===== config.mk =====
export PLATFORM = sky130hd
export DESIGN_NAME = coord_frame_parser
export DESIGN_NICKNAME = d
export VERILOG_FILES = /design/src/hdl/cfp_pkg.sv /design/src/hdl/coord_frame_parser.sv /design/src/hdl/cfp_frame_track.sv /design/src/hdl/cfp_out_stage.sv
export VERILOG_INCLUDE_DIRS = /design/src /design/src/hdl
export SDC_FILE = /design/constraint.sdc
export NUM_CORES = 1
export LEC_CHECK = 0
export ABC_AREA = 1
export BUFFER_PORTS_ARGS = -buffer_cell sky130_fd_sc_hd__buf_2
export CORE_UTILIZATION = 45
export CTS_CLUSTER_DIAMETER = 50
export DETAILED_ROUTE_END_ITERATION = 8
export GPL_ROUTABILITY_DRIVEN = 0
export PLACE_DENSITY = 0.69
export RECOVER_POWER = 100
export SLEW_MARGIN = 20
export SYNTH_ARGS = -nofsm -noshare
export SYNTH_HDL_FRONTEND = slang
export SYNTH_SLANG_ARGS = --single-unit

===== constraint.sdc =====
create_clock -name clk_i -period 6.7 [get_ports clk_i]
set_input_delay 1.005 -clock clk_i [delete_from_list [all_inputs] [get_ports clk_i]]
set_output_delay 1.005 -clock clk_i [all_outputs]
set_load 0.02 [all_outputs]

===== src/hdl/coord_frame_parser_assert.svh =====
// assertion macros for the coordinate frame parser
// each check runs on clk_i and is switched off while rst_ni is low
`ifndef COORD_FRAME_PARSER_ASSERT_SVH
`define COORD_FRAME_PARSER_ASSERT_SVH

`ifndef SYNTHESIS

// check a property after the reset has been released
`define CFP_ASSERT(lbl, prop) \
  lbl: assert property (@(posedge clk_i) disable iff (!rst_ni) prop) \
    else $error("coord_frame_parser check failed");

// check that a condition holds in the cycle after a trigger
`define CFP_ASSERT_NEXT(lbl, trig, cond) \
  `CFP_ASSERT(lbl, (trig) |=> (cond))

`else

`define CFP_ASSERT(lbl, prop)
`define CFP_ASSERT_NEXT(lbl, trig, cond)

`endif

`endif


===== src/hdl/cfp_pkg.sv =====
`default_nettype none

package cfp_pkg;

  // frame markers
  localparam logic [7:0] HDR_FIRST  = 8'hA3;
  localparam logic [7:0] HDR_SECOND = 8'hB3;
  localparam logic [7:0] TRAILER    = 8'hC3;

  // frame layout
  localparam int unsigned PAYLOAD_LEN = 16;
  localparam int unsigned IDX_W       = $clog2(PAYLOAD_LEN);
  localparam int unsigned POS_W       = 5;

  localparam logic [POS_W-1:0] POS_HDR_FIRST  = POS_W'(0);
  localparam logic [POS_W-1:0] POS_HDR_SECOND = POS_W'(1);
  localparam logic [POS_W-1:0] POS_PAYLOAD    = POS_W'(2);
  localparam logic [POS_W-1:0] POS_TRAILER    = POS_W'(18);

  typedef logic [15:0] coord_t;

  // first member sits in the highest bits, so point0_x lands lowest
  typedef struct packed {
    coord_t point3_y;
    coord_t point3_x;
    coord_t point2_y;
    coord_t point2_x;
    coord_t point1_y;
    coord_t point1_x;
    coord_t point0_y;
    coord_t point0_x;
  } points_t;

  // status of the frame tracker towards the top level
  typedef struct packed {
    logic             emit;
    logic [POS_W-1:0] pos;
  } track_status_t;

endpackage

`default_nettype wire


===== src/hdl/coord_frame_parser.sv =====
// channel    dir  bits  content
// s_axis     in   8     rx_byte, one received serial byte
// m_axis     out  128   four points, point0_x lowest up to point3_y
//
// one item a cycle unless a trailer waits on a stalled output: a byte goes
// into the input register, is parsed there against the frame position and
// a good trailer loads the result register. a byte with no result never
// waits for the output side. reset clears the frame position and both valid
// flags; payload bytes are only read after a full frame has rewritten them.
// a stalled output holds a trailer byte in the input register until free.
`default_nettype none

module coord_frame_parser (
  input  wire logic         clk_i,
  input  wire logic         rst_ni,
  input  wire logic         s_axis_tvalid,
  output logic              s_axis_tready,
  input  wire logic [7:0]   s_axis_tdata,   // [7:0] rx_byte
  output logic              m_axis_tvalid,
  input  wire logic         m_axis_tready,
  output logic [127:0]      m_axis_tdata    // point0_x, point0_y, point1_x,
                                            // point1_y, point2_x, point2_y,
                                            // point3_x, point3_y (16 b each)
);

  logic                   in_vld_q, in_vld_d;
  logic [7:0]             in_byte_q;
  logic                   in_take;
  logic                   advance;
  logic                   out_free;
  logic                   load;
  cfp_pkg::track_status_t status;
  cfp_pkg::points_t       points;
  cfp_pkg::points_t       out_points;

  // held item moves on unless it needs a busy result register
  assign advance       = in_vld_q && (!status.emit || out_free);
  assign load          = advance && status.emit;
  assign s_axis_tready = !in_vld_q || advance;
  assign in_take       = s_axis_tvalid && s_axis_tready;

  always_comb begin
    in_vld_d = in_vld_q;
    if (in_take) begin
      in_vld_d = 1'b1;
    end else if (advance) begin
      in_vld_d = 1'b0;
    end
  end

  // input register
  always_ff @(posedge clk_i or negedge rst_ni) begin
    if (!rst_ni) begin
      in_vld_q <= 1'b0;
    end else begin
      in_vld_q <= in_vld_d;
    end
  end

  always_ff @(posedge clk_i) begin
    if (in_take) begin
      in_byte_q <= s_axis_tdata;
    end
  end

  // frame position and payload
  cfp_frame_track u_track (
    .clk_i    (clk_i),
    .rst_ni   (rst_ni),
    .vld_i    (in_vld_q),
    .byte_i   (in_byte_q),
    .take_i   (advance),
    .status_o (status),
    .points_o (points)
  );

  // result register
  cfp_out_stage u_out (
    .clk_i    (clk_i),
    .rst_ni   (rst_ni),
    .load_i   (load),
    .points_i (points),
    .tready_i (m_axis_tready),
    .free_o   (out_free),
    .tvalid_o (m_axis_tvalid),
    .points_o (out_points)
  );

  assign m_axis_tdata = out_points;

  // checks
`include "coord_frame_parser_assert.svh"

  `CFP_ASSERT(a_pos_range, status.pos <= cfp_pkg::POS_TRAILER)
  `CFP_ASSERT_NEXT(a_hold_blocked, in_vld_q && !advance, in_vld_q && $stable(in_byte_q))
  `CFP_ASSERT(a_result_from_trailer, $rose(m_axis_tvalid) |-> $past(load))

endmodule

`default_nettype wire


===== src/hdl/cfp_frame_track.sv =====
`default_nettype none

module cfp_frame_track (
  input  wire logic                   clk_i,
  input  wire logic                   rst_ni,
  input  wire logic                   vld_i,
  input  wire logic [7:0]             byte_i,
  input  wire logic                   take_i,
  output cfp_pkg::track_status_t      status_o,
  output cfp_pkg::points_t            points_o
);

  logic [cfp_pkg::POS_W-1:0] pos_q, pos_d;
  logic [7:0]                payload_q [cfp_pkg::PAYLOAD_LEN];
  logic                      wr_payload;
  logic [cfp_pkg::POS_W-1:0] pos_rel;
  logic [cfp_pkg::IDX_W-1:0] wr_idx;
  logic                      at_trailer;

  assign pos_rel    = pos_q - cfp_pkg::POS_PAYLOAD;
  assign wr_idx     = pos_rel[cfp_pkg::IDX_W-1:0];
  assign at_trailer = (pos_q >= cfp_pkg::POS_TRAILER);

  // next frame position and payload write enable
  always_comb begin
    pos_d      = pos_q;
    wr_payload = 1'b0;
    priority if (pos_q == cfp_pkg::POS_HDR_FIRST) begin
      pos_d = (byte_i == cfp_pkg::HDR_FIRST) ? cfp_pkg::POS_HDR_SECOND
                                             : cfp_pkg::POS_HDR_FIRST;
    end else if (pos_q == cfp_pkg::POS_HDR_SECOND) begin
      // a wrong second header is dropped, not tried as a first header
      pos_d = (byte_i == cfp_pkg::HDR_SECOND) ? cfp_pkg::POS_PAYLOAD
                                              : cfp_pkg::POS_HDR_FIRST;
    end else if (!at_trailer) begin
      pos_d      = pos_q + cfp_pkg::POS_W'(1);
      wr_payload = 1'b1;
    end else begin
      pos_d = cfp_pkg::POS_HDR_FIRST;
    end
  end

  // frame position
  always_ff @(posedge clk_i or negedge rst_ni) begin
    if (!rst_ni) begin
      pos_q <= cfp_pkg::POS_HDR_FIRST;
    end else if (take_i) begin
      pos_q <= pos_d;
    end
  end

  // payload bytes, undefined until written
  always_ff @(posedge clk_i) begin
    if (take_i && wr_payload) begin
      payload_q[wr_idx] <= byte_i;
    end
  end

  // good trailer on the item now held
  assign status_o.emit = vld_i && at_trailer && (byte_i == cfp_pkg::TRAILER);
  assign status_o.pos  = pos_q;

  // little-endian coordinate pairs
  assign points_o.point0_x = {payload_q[1],  payload_q[0]};
  assign points_o.point0_y = {payload_q[3],  payload_q[2]};
  assign points_o.point1_x = {payload_q[5],  payload_q[4]};
  assign points_o.point1_y = {payload_q[7],  payload_q[6]};
  assign points_o.point2_x = {payload_q[9],  payload_q[8]};
  assign points_o.point2_y = {payload_q[11], payload_q[10]};
  assign points_o.point3_x = {payload_q[13], payload_q[12]};
  assign points_o.point3_y = {payload_q[15], payload_q[14]};

endmodule

`default_nettype wire


===== src/hdl/cfp_out_stage.sv =====
`default_nettype none

module cfp_out_stage (
  input  wire logic             clk_i,
  input  wire logic             rst_ni,
  input  wire logic             load_i,
  input  wire cfp_pkg::points_t points_i,
  input  wire logic             tready_i,
  output logic                  free_o,
  output logic                  tvalid_o,
  output cfp_pkg::points_t      points_o
);

  logic             vld_q, vld_d;
  cfp_pkg::points_t data_q;

  // register is free when empty or being drained this cycle
  assign free_o = !vld_q || tready_i;

  always_comb begin
    vld_d = vld_q;
    if (load_i) begin
      vld_d = 1'b1;
    end else if (tready_i) begin
      vld_d = 1'b0;
    end
  end

  // result valid flag
  always_ff @(posedge clk_i or negedge rst_ni) begin
    if (!rst_ni) begin
      vld_q <= 1'b0;
    end else begin
      vld_q <= vld_d;
    end
  end

  // result payload
  always_ff @(posedge clk_i) begin
    if (load_i) begin
      data_q <= points_i;
    end
  end

  assign tvalid_o = vld_q;
  assign points_o = data_q;

endmodule

`default_nettype wire

==> results.sh, run 1 <==
export IMPL_status="finished, violations left"
export IMPL_violations="capacitance limit, slew limit"
export IMPL_wl_per_cell_um=18.33
export IMPL_cp_end_kind="flip-flop"
export IMPL_finalCriticalPeriod_ns=4.346
export IMPL_synthDistinctLibCells=21
export IMPL_finalCritPeriodShare=0.6487
export IMPL_drive_gt1_frac=0.09862
export IMPL_worstSetupPathType="reg -> reg"
export IMPL_placeableCoreArea_um2=18890
export IMPL_multi_input_area_um2=513.0
export IMPL_critPathArrivalTime_ns=4.49
export IMPL_final_area_um2=10480
export IMPL_worstSetupStartpointType="flip-flop"
export IMPL_holdBufCountCts=0
export IMPL_grt_pass1_wl_um=22670
export IMPL_placed_area_um2=9794
export IMPL_slew_headroom=-0.3477
export IMPL_num_antenna_cells=0
export IMPL_grt_use_total=0.1521
export IMPL_cts_resized=0
export IMPL_clk_path_buf_depth=3
export IMPL_vias_per_cell=4.648
export IMPL_drt_pass1_iterations=4
export IMPL_tightest_slew_ns=2.022
export IMPL_initial_core_util=0.4632
export IMPL_rr_worst_depth=8
export IMPL_tns_ns=0
export IMPL_cts_htree_levels=1
export IMPL_antenna_found_initial=0
export IMPL_clk_pin_slew_ns=0.07
export IMPL_path_max_fanout=52
export IMPL_fin_nets=577
export IMPL_design_die_area_um2=20010
export IMPL_via_count=3895
export IMPL_hold_violations=0
export IMPL_die_x_um=141.5
export IMPL_power_mw=3.511
export IMPL_clock_latency_ns=0.51
export IMPL_fillers=1491
export IMPL_power_density_nw_per_um2=335.0
export IMPL_hold_path_class="in -> async"
export IMPL_cts_sinks=271
export IMPL_synth_seq_area_share=0.9258
export IMPL_hpwl_um=9890
export IMPL_syn2layout_area_growth_pct=19.74
export IMPL_required_ns=6.84
export IMPL_syn_mean_instance_area_um2=22.50
export IMPL_ff_latch_area_um2=8103
export IMPL_syn_inst=389
export IMPL_synth_nets=407
export IMPL_cts_buffers=25
export IMPL_row_count=50
export IMPL_syn_area_um2=8752
export IMPL_rsz0062_at_grt="false"
export IMPL_finClkSkew_ns=0.01512
export IMPL_cts_tree="built"
export IMPL_ant_nets=0
export IMPL_grt_pass1_vias=3963
export IMPL_root_buffer="clkbuf_16"
export IMPL_timing_fmax_ghz=0.2301
export IMPL_setup_viol=0
export IMPL_die_h_um=141.5
export IMPL_yosys_warnings=0
export IMPL_synth_seq_cells=271
export IMPL_grt_max_degree=53
export IMPL_drtIter0Drc=306
export IMPL_p_leak_nw=3.387
export IMPL_drc_errors=0
export IMPL_slew_viol_final=70
export IMPL_grt_overflow_total=0
export IMPL_wirelength_um=15360
export IMPL_cts_setup_buffers=0
export IMPL_cap_violations=2
export IMPL_ir_drop_mv=0.1646
export IMPL_io_buffers=141
export IMPL_io_pins=142
[power breakdown]
group	internal, mW	switching [mW]
Combinational	0.0199	0.0457
Sequential	1.87	0.0291
Clock	0.970	0.578
[cells in the mapped netlist, drive strengths merged]
cell | count | area share
a21oi | 1 | 0.0019
and3 | 1 | 0.00072
buf | 1 | 0.0013
dfrtp | 7 | 0.020
edfxtp | 264 | 0.91
ha | 6 | 0.0086
inv | 18 | 0.0077
nand2 | 41 | 0.018
nand3 | 7 | 0.0080
nand4 | 6 | 0.0043
nor2 | 27 | 0.015
nor3 | 3 | 0.0030
o21ai | 4 | 0.0023
xor2 | 3 | 0.0030
[per-stage QoR]
| stage | setup WS [ns] | hold WS [ns] | util | instances |
|---|---|---|---|---|
| 6_report | 2.354 | 0.4138 | 0.5547 | 838 |
| 5_1_grt | 1.938 | 0.4107 | 0.5547 | 838 |
| 4_1_cts | 3.234 | 0.3133 | 0.5668 | 837 |
| 3_5_place_dp | 3.267 | 0.4045 | 0.5184 | 791 |
| 3_3_place_gp | 3.452 | 0.4021 | 0.5184 | 791 |
| 2_1_floorplan | 1.787 | 0.4003 | - | 389 |
[flip-flops by register name, summed over array words and instances, names as in the netlist]
name	count
in_byte_q	8
u_track.payload_q	128
u_out.tvalid_o	1
u_track.pos_q	5
m_axis_tdata	128
in_vld_q	1
[critical path: stages (launching register included)]
cell and delay [ns]:
edfxtp_1 0.81, nand2_1 0.16, inv_1 0.08, nand3_1 0.06
nor2_1 0.15, nand2_1 0.09, nor2_1 0.67, clkbuf_1 1.20
buf_4 0.70
[kinds of logic after synthesis]
logic type | share of synthesized area
AO/OA/AOI/OAI | 0.004146
adder cells (fa/ha/maj) | 0.008577
buffers and inverters | 0.009006
flip-flops | 0.9258
XOR/XNOR | 0.003003
AND/OR/NAND/NOR | 0.04946
[placed cells by master, fill, tap and decap left out]
cell type | synthesis | layout
dfrtp_1 | 7 | 7
clkbuf_1 | 0 | 138
nand2_1 | 39 | 40
edfxtp_1 | 264 | 264
inv_1 | 15 | 16
nand4_1 | 6 | 6
nand3_2 | 2 | 2
bufinv_16 | 0 | 7
nor3_4 | 1 | 1
clkbuf_8 | 0 | 1
nor3_1 | 2 | 2
nor2_2 | 10 | 1
inv_6 | 0 | 2
buf_2 | 0 | 10
buf_4 | 0 | 1
xor2_1 | 3 | 3
inv_2 | 3 | 2
nand3_1 | 3 | 5
and3_1 | 1 | 1
clkinvlp_4 | 0 | 1
o21ai_0 | 4 | 4
nor2_1 | 16 | 26
clkinv_2 | 0 | 2
clkinv_1 | 0 | 3
nand2_2 | 2 | 1
ha_1 | 6 | 6
a21oi_4 | 1 | 1
clkbuf_16 | 0 | 25
[path summary, 6_finish.rpt]
path	from	slack, ns	end
max in group asynchronous	rst_ni	5.96	u_track.pos_q[0]
worst max register to register	in_byte_q[1]	2.35	m_axis_tdata[9]
min in group clk_i	u_track.payload_q[5][5]	0.42	m_axis_tdata[45]
worst min-delay path	rst_ni	0.41	u_track.pos_q[1]
worst min register to register	u_track.payload_q[5][5]	0.42	m_axis_tdata[45]
worst max-delay path	in_byte_q[1]	2.35	m_axis_tdata[9]
[routing by layer]
| layer | track usage | vias up | wire length [um] |
|---|---|---|---|
| met1 | 0.2029 | 1923 | 6665 |
| met4 | 0.04754 | 0 | 291 |
| met2 | 0.2548 | 141 | 7534 |
| met3 | 0.02970 | 25 | 866 |
| met5 | 0 | - | 0 |
| li1 | - | 1806 | - |
[final cells by class]
| class | count | share of cell area |
|---|---|---|
| Inverter | 18 | 0.006447 |
| Clock buffer | 31 | 0.06280 |
| Clock inverter | 15 | 0.02447 |
| Sequential cell | 271 | 0.7732 |
| Timing Repair Buffer | 144 | 0.05313 |
| Multi-Input combinational cell | 99 | 0.04895 |
| Tap cell | 260 | 0.03104 |
Power figures use the tool's default switching activity.
==> run 2, diff against run 1 <==
ABC_AREA = 0   (was 1)
PLACE_DENSITY = 0.7   (was 0.69)
clock period = 3.7 ns   (was 6.7 ns; I/O delays follow)
==> run 2 against run 1 <==
The run now ends clean. Worst setup slack worse by 1.8 ns. Via count shrank 3.0%. Global-route usage is essentially flat. Flip-flop and latch count stayed put. Critical path type is now reg -> out. Critical endpoint is now s_axis_tready. Largest power group unchanged. Highest routed layer unchanged.
==> results.sh, run 2 <==
export IMPL_grt_pass1_wl_um=22100
export IMPL_p_clk_frac=0.382
export IMPL_hpwl_um=9213
export IMPL_p_switching_mw=1.473
export IMPL_async_flop_share=0.02583
export IMPL_path_cells="clkbuf_1 -> and4bb_2 -> o2111ai_2 -> or2_0 -> buf_2"
export IMPL_wl_per_cell_um=19.10
export IMPL_power_density_nw_per_um2=652.5
export IMPL_die_x_um=140.4
export IMPL_yosys_warnings=0
export IMPL_cts_tree="built"
export IMPL_synthDistinctLibCells=35
export IMPL_most_common_layout_cells="edfxtp_1, clkbuf_1, clkbuf_16, nor2_1, buf_2"
export IMPL_initial_core_util=0.4593
export IMPL_design_die_area_um2=19710
export IMPL_drc_errors=0
export IMPL_io_buffers=141
export IMPL_clk_pin_slew_ns=0.06
export IMPL_tns_ns=0
export IMPL_finalCriticalPeriod_ns=3.114
export IMPL_p_leak_nw=3.331
export IMPL_hold_violations=0
export IMPL_reg2reg_from="in_byte_q[1]"
export IMPL_clk_path_buf_depth=3
export IMPL_fin_nets=541
export IMPL_grt_max_degree=65
export IMPL_synth_enable_flop_cells=264
export IMPL_synth_seq_cells=271
export IMPL_ir_drop_mv=0.3136
export IMPL_hold_path_class="in -> reg"
export IMPL_clock_latency_ns=0.51
export IMPL_io_pins=142
export IMPL_yosys_area_top_type="edfxtp_1"
export IMPL_syn_mean_instance_area_um2=24.77
export IMPL_worstSetupStartpointType="flip-flop"
export IMPL_slew_viol_final=0
export IMPL_critical_path_top_delay_family="buffers and inverters"
export IMPL_grt_overflow_total=0
export IMPL_cts_htree_levels=1
export IMPL_final_area_um2=10320
export IMPL_synth_top_area_share=0.9197
export IMPL_rsz0062_at_grt="false"
export IMPL_cts_buffers=26
export IMPL_combPwrFrac=0.070
export IMPL_ant_nets=0
export IMPL_vias_per_cell=4.876
export IMPL_critPathBufInv=2
export IMPL_cts_sinks=271
export IMPL_placed_area_um2=9659
export IMPL_synth_nets=366
export IMPL_cp_end_kind="output port"
export IMPL_finClkSkew_ns=0.01104
export IMPL_antenna_found_initial=0
export IMPL_drt_pass1_iterations=4
export IMPL_syn_inst=348
export IMPL_grt_pass1_vias=3811
export IMPL_p_int_mw=5.264
export IMPL_critPathArrivalTime_ns=2.56
export IMPL_slew_headroom=0.2229
export IMPL_die_h_um=140.4
export IMPL_wirelength_um=14800
export IMPL_timing_fmax_ghz=0.3211
export IMPL_root_buffer="clkbuf_16"
export IMPL_drive_gt1_frac=0.1128
export IMPL_fillers=1476
export IMPL_drtIter0Drc=219
export IMPL_final_common_cell="edfxtp_1"
export IMPL_synth_seq_area_share=0.9400
export IMPL_syn_area_um2=8620
export IMPL_via_count=3779
export IMPL_cpPeakStageDelay_ns=0.85
export IMPL_final_util=0.5501
export IMPL_placeableCoreArea_um2=18770
export IMPL_syn2layout_area_growth_pct=19.79
export IMPL_hold_start="s_axis_tdata[0]"
export IMPL_swShare=0.2186
export IMPL_critPathSlowestCell="clkbuf_1"
export IMPL_worstSetupStartpoint="in_byte_q[4]"
export IMPL_grt_use_total=0.1517
export IMPL_row_count=50
export IMPL_synthFlopType="edfxtp_1"
export IMPL_status="finished clean"
export IMPL_yosysMostFrequentCell="edfxtp_1"
export IMPL_regToRegSetupSlack_ns=0.93
export IMPL_synth_area_leaders="edfxtp_1, dfrtp_1, ha_1, nor2_1, and3b_1"
export IMPL_setup_viol=0
export IMPL_finalCritPeriodShare=0.8417
export IMPL_p_seq_frac=0.548
export IMPL_worstSetupPathType="reg -> out"
export IMPL_tightest_slew_ns=1.166
export IMPL_cap_violations=0
export IMPL_path_max_fanout=19
export IMPL_num_antenna_cells=0
export IMPL_synthTopCellsByCount="edfxtp_1, nor2_1, nand2_1, dfrtp_1, ha_1"
export IMPL_required_ns=3.14
run 2: changes by cell type after synthesis, sizes merged, moves of 3 or more:
cell / before / now
nand4: 6 / 0
nand3: 7 / 3
nand2b: 0 / 4
nor2: 27 / 19
inv: 18 / 4
nand2: 41 / 9
and3b: 0 / 4
nor3: 3 / 0
run 2: worst reg2reg max path: cells and delay by family (launching register included):
kind	cells	cell delay, ns
flops	1	0.33
compound gates	1	0.20
simple gates	2	0.48
buf+inv	2	1.32
run 2: cells by family after synthesis:
kind of cell,Yosys count,synth area share
simple gates,49,0.03121
flops,271,0.9400
fa+ha+maj,6,0.008709
xor+xnor,2,0.002033
buf+inv,6,0.003919
compound gates,14,0.01408
run 2: metal layers:
| metal | global-route usage | share of wire |
|---|---|---|
| met5 | 0 | 0 |
| met4 | 0.05726 | 0.026 |
| met3 | 0.02940 | 0.070 |
| met2 | 0.2505 | 0.48 |
| met1 | 0.2013 | 0.42 |
run 2: power by group through the flow:
| stage | combinational, mW | sequential (mW) | clock, mW |
|---|---|---|---|
| final | 0.470 | 3.69 | 2.58 |
| after global routing | 0.518 | 3.70 | 2.75 |
| after CTS | 0.499 | 3.69 | 2.63 |
| after detailed placement | 0.495 | 3.76 | 0 |
| after global placement | 0.470 | 3.74 | 0 |
| after floorplan | 0.364 | 3.71 | 0 |
run 2: layout make-up:
cell class | instances | area, um2 | share of cell area
Clock inverter | 17 | 163.9 | 0.01587
Tap cell | 234 | 292.8 | 0.02836
Inverter | 4 | 15.01 | 0.001454
Clock buffer | 29 | 683.2 | 0.06617
Multi-Input combinational cell | 71 | 469.2 | 0.04544
Sequential cell | 271 | 8103 | 0.7848
Timing Repair Buffer | 149 | 598.1 | 0.05793
run 2: repair_timing:
item	in CTS	in global routing
hold buffers	1	0
buffers inserted	0	0
resized for setup	0	0
hold endpoints to repair	7	0
run 2: metrics by stage:
stage / hold slack (ns) / total power [mW] / instances / setup WS, ns
after global routing: 0.2024 / 6.974 / 775 / 0.3896
after CTS: 0.1994 / 6.818 / 775 / 0.8370
final: 0.2122 / 6.737 / 775 / 0.5858
after detailed placement: 0.4016 / 4.252 / 728 / 1.115
after global placement: 0.3962 / 4.214 / 728 / 1.249
after floorplan: 0.2594 / 4.073 / 348 / 0.2645
run 2: worst paths after layout:
kind	cells after the start	to
min reg2reg	0	m_axis_tdata[115]
max reg2reg	5	m_axis_tdata[113]
min	1	in_byte_q[0]
min in group asynchronous	2	u_out.tvalid_o
max in group asynchronous	2	u_track.pos_q[0]
max	5	s_axis_tready
==> run 3, diff against run 2 <==
PLACE_DENSITY = 0.67   (was 0.7)
clock period = 2.9 ns   (was 3.7 ns; I/O delays follow)
==> run 3 against run 2 <==
Largest power group unchanged. Sequential power up 27%. Critical path depth up 1. Largest cell class unchanged. Highest routed layer unchanged. Clock-buffer cell count up 1. Cell count up 1.8%. Flip-flop and latch count unchanged. Critical endpoint unchanged.
==> results.sh, run 3 (same netlist as run 2, synthesis figures left out) <==
export IMPL_critPathArrivalTime_ns=2.19
export IMPL_die_h_um=140.4
export IMPL_drtIter0Drc=301
export IMPL_p_int_mw=6.562
export IMPL_worst_slack_ns=0.2701
export IMPL_final_area_um2=10350
export IMPL_required_ns=2.47
export IMPL_p_switching_mw=1.899
export IMPL_placeableCoreArea_um2=18770
export IMPL_root_buffer="clkbuf_16"
export IMPL_path_max_fanout=4
export IMPL_hpwl_um=9467
export IMPL_cts_buffers=27
export IMPL_clk_pin_slew_ns=0.06
export IMPL_vias_per_cell=4.821
export IMPL_cts_htree_levels=1
export IMPL_final_cells=789
export IMPL_grt_pass1_vias=3973
export IMPL_drc_errors=0
export IMPL_rr_worst_depth=7
export IMPL_ir_drop_mv=0.5263
export IMPL_finalCriticalPeriod_ns=2.630
export IMPL_power_density_nw_per_um2=817.6
export IMPL_rsz0062_at_grt="false"
export IMPL_die_x_um=140.4
export IMPL_grt_overflow_total=0
export IMPL_drt_pass1_iterations=4
export IMPL_hold_path_class="in -> reg"
export IMPL_fillers=1508
export IMPL_cap_violations=0
export IMPL_tightest_slew_ns=1.124
export IMPL_p_seq_frac=0.555
export IMPL_timing_fmax_ghz=0.3802
export IMPL_row_count=50
export IMPL_wirelength_um=15020
export IMPL_fin_nets=555
export IMPL_drive_gt1_frac=0.1135
export IMPL_via_count=3804
export IMPL_cp_end_kind="output port"
export IMPL_grt_use_total=0.1531
export IMPL_placed_area_um2=9793
export IMPL_num_antenna_cells=0
export IMPL_grt_pass1_wl_um=22250
export IMPL_clock_latency_ns=0.51
export IMPL_place_ws_ns=0.3662
export IMPL_p_leak_nw=3.322
export IMPL_io_pins=142
export IMPL_cts_tree="built"
export IMPL_finalCritPeriodShare=0.9069
export IMPL_combPwrFrac=0.078
export IMPL_io_buffers=141
export IMPL_grt_max_degree=49
export IMPL_initial_core_util=0.4593
export IMPL_clk_path_buf_depth=3
export IMPL_finClkSkew_ns=0.008683
export IMPL_worstSetupPathType="reg -> out"
export IMPL_place_inst=741
export IMPL_hold_violations=0
export IMPL_cts_resized=0
export IMPL_slew_viol_final=0
export IMPL_holdWs_ns=0.1041
export IMPL_p_clk_frac=0.368
export IMPL_wl_per_cell_um=19.03
export IMPL_final_common_cell="edfxtp_1"
export IMPL_swShare=0.2245
export IMPL_design_die_area_um2=19710
export IMPL_most_common_layout_cells="edfxtp_1, clkbuf_1, clkbuf_16, nor2_1, buf_2"
export IMPL_worstSetupStartpointType="flip-flop"
export IMPL_slew_headroom=0.2509
export IMPL_syn2layout_area_growth_pct=20.06
export IMPL_setup_viol=0
export IMPL_ant_nets=0
export IMPL_cts_sinks=271
export IMPL_power_mw=8.462
export IMPL_min_delay_path_depth=1
export IMPL_antenna_found_initial=0
export IMPL_status="finished clean"
[run 3: cell types whose count changed in the layout (fill, tap and decap cells not counted), sizes merged]
cell / change
clkbuf: +17
buf: -3
bufinv: -2
clkinv: +1
clkinvlp: +1
[run 3: area by class of cell]
cell class,instances,area (um2),area share
well taps,234,292.8,0.02829
clock buffers,30,686.9,0.06638
multi-input cells,71,489.2,0.04727
inverters,4,15.01,0.001451
clock inverters,17,118.9,0.01149
repair buffers,162,643.1,0.06214
flip-flops and latches,271,8103,0.7830
[run 3: layer usage]
metal	wire [um]	track usage	vias up	part of all wire
met5	0	0	-	0
met4	360	0.05379	0	0.024
met3	932	0.03145	31	0.062
met2	7180	0.2532	149	0.48
met1	6541	0.2031	1873	0.44
li1	-	-	1751	-
[run 3: final timing paths]
kind,startpoint,end,slack [ns]
setup / recovery,u_track.pos_q[1],s_axis_tready,0.27
hold / removal,s_axis_tdata[3],in_byte_q[3],0.10
setup reg to reg,u_track.pos_q[1],u_track.payload_q[1][6],0.34
hold reg to reg,u_track.payload_q[11][5],m_axis_tdata[93],0.41
max in group asynchronous,rst_ni,u_track.pos_q[2],2.19
min in group asynchronous,rst_ni,u_out.tvalid_o,0.38
[run 3: power by group through the flow]
| stage | registers (mW) | clock network [mW] | logic [mW] |
|---|---|---|---|
| 3_5_place_dp | 4.77 | 0 | 0.698 |
| 5_1_grt | 4.71 | 3.34 | 0.730 |
| 3_3_place_gp | 4.76 | 0 | 0.669 |
| 2_1_floorplan | 4.73 | 0 | 0.470 |
| 4_1_cts | 4.69 | 3.19 | 0.701 |
| 6_report | 4.69 | 3.11 | 0.657 |
[run 3: worst max-delay path, stage by stage (launching register included)]
cell       delay, ns
dfrtp_1         0.42
inv_1           0.16
ha_1            0.26
nand2b_1        0.16
o2111ai_4       0.29
or2_0           0.21
buf_2           0.19
[run 3: what timing repair did]
action	CTS	global route
hold buffers	1	0
buffers inserted	0	0
endpoints found under the hold margin	7	0
[run 3: per-stage QoR]
stage                       util  setup TNS (ns)
after global routing      0.5514               0
after global placement    0.5218               0
after detailed placement  0.5218               0
after floorplan                -          -62.24
final                     0.5514               0
after CTS                 0.5653               0
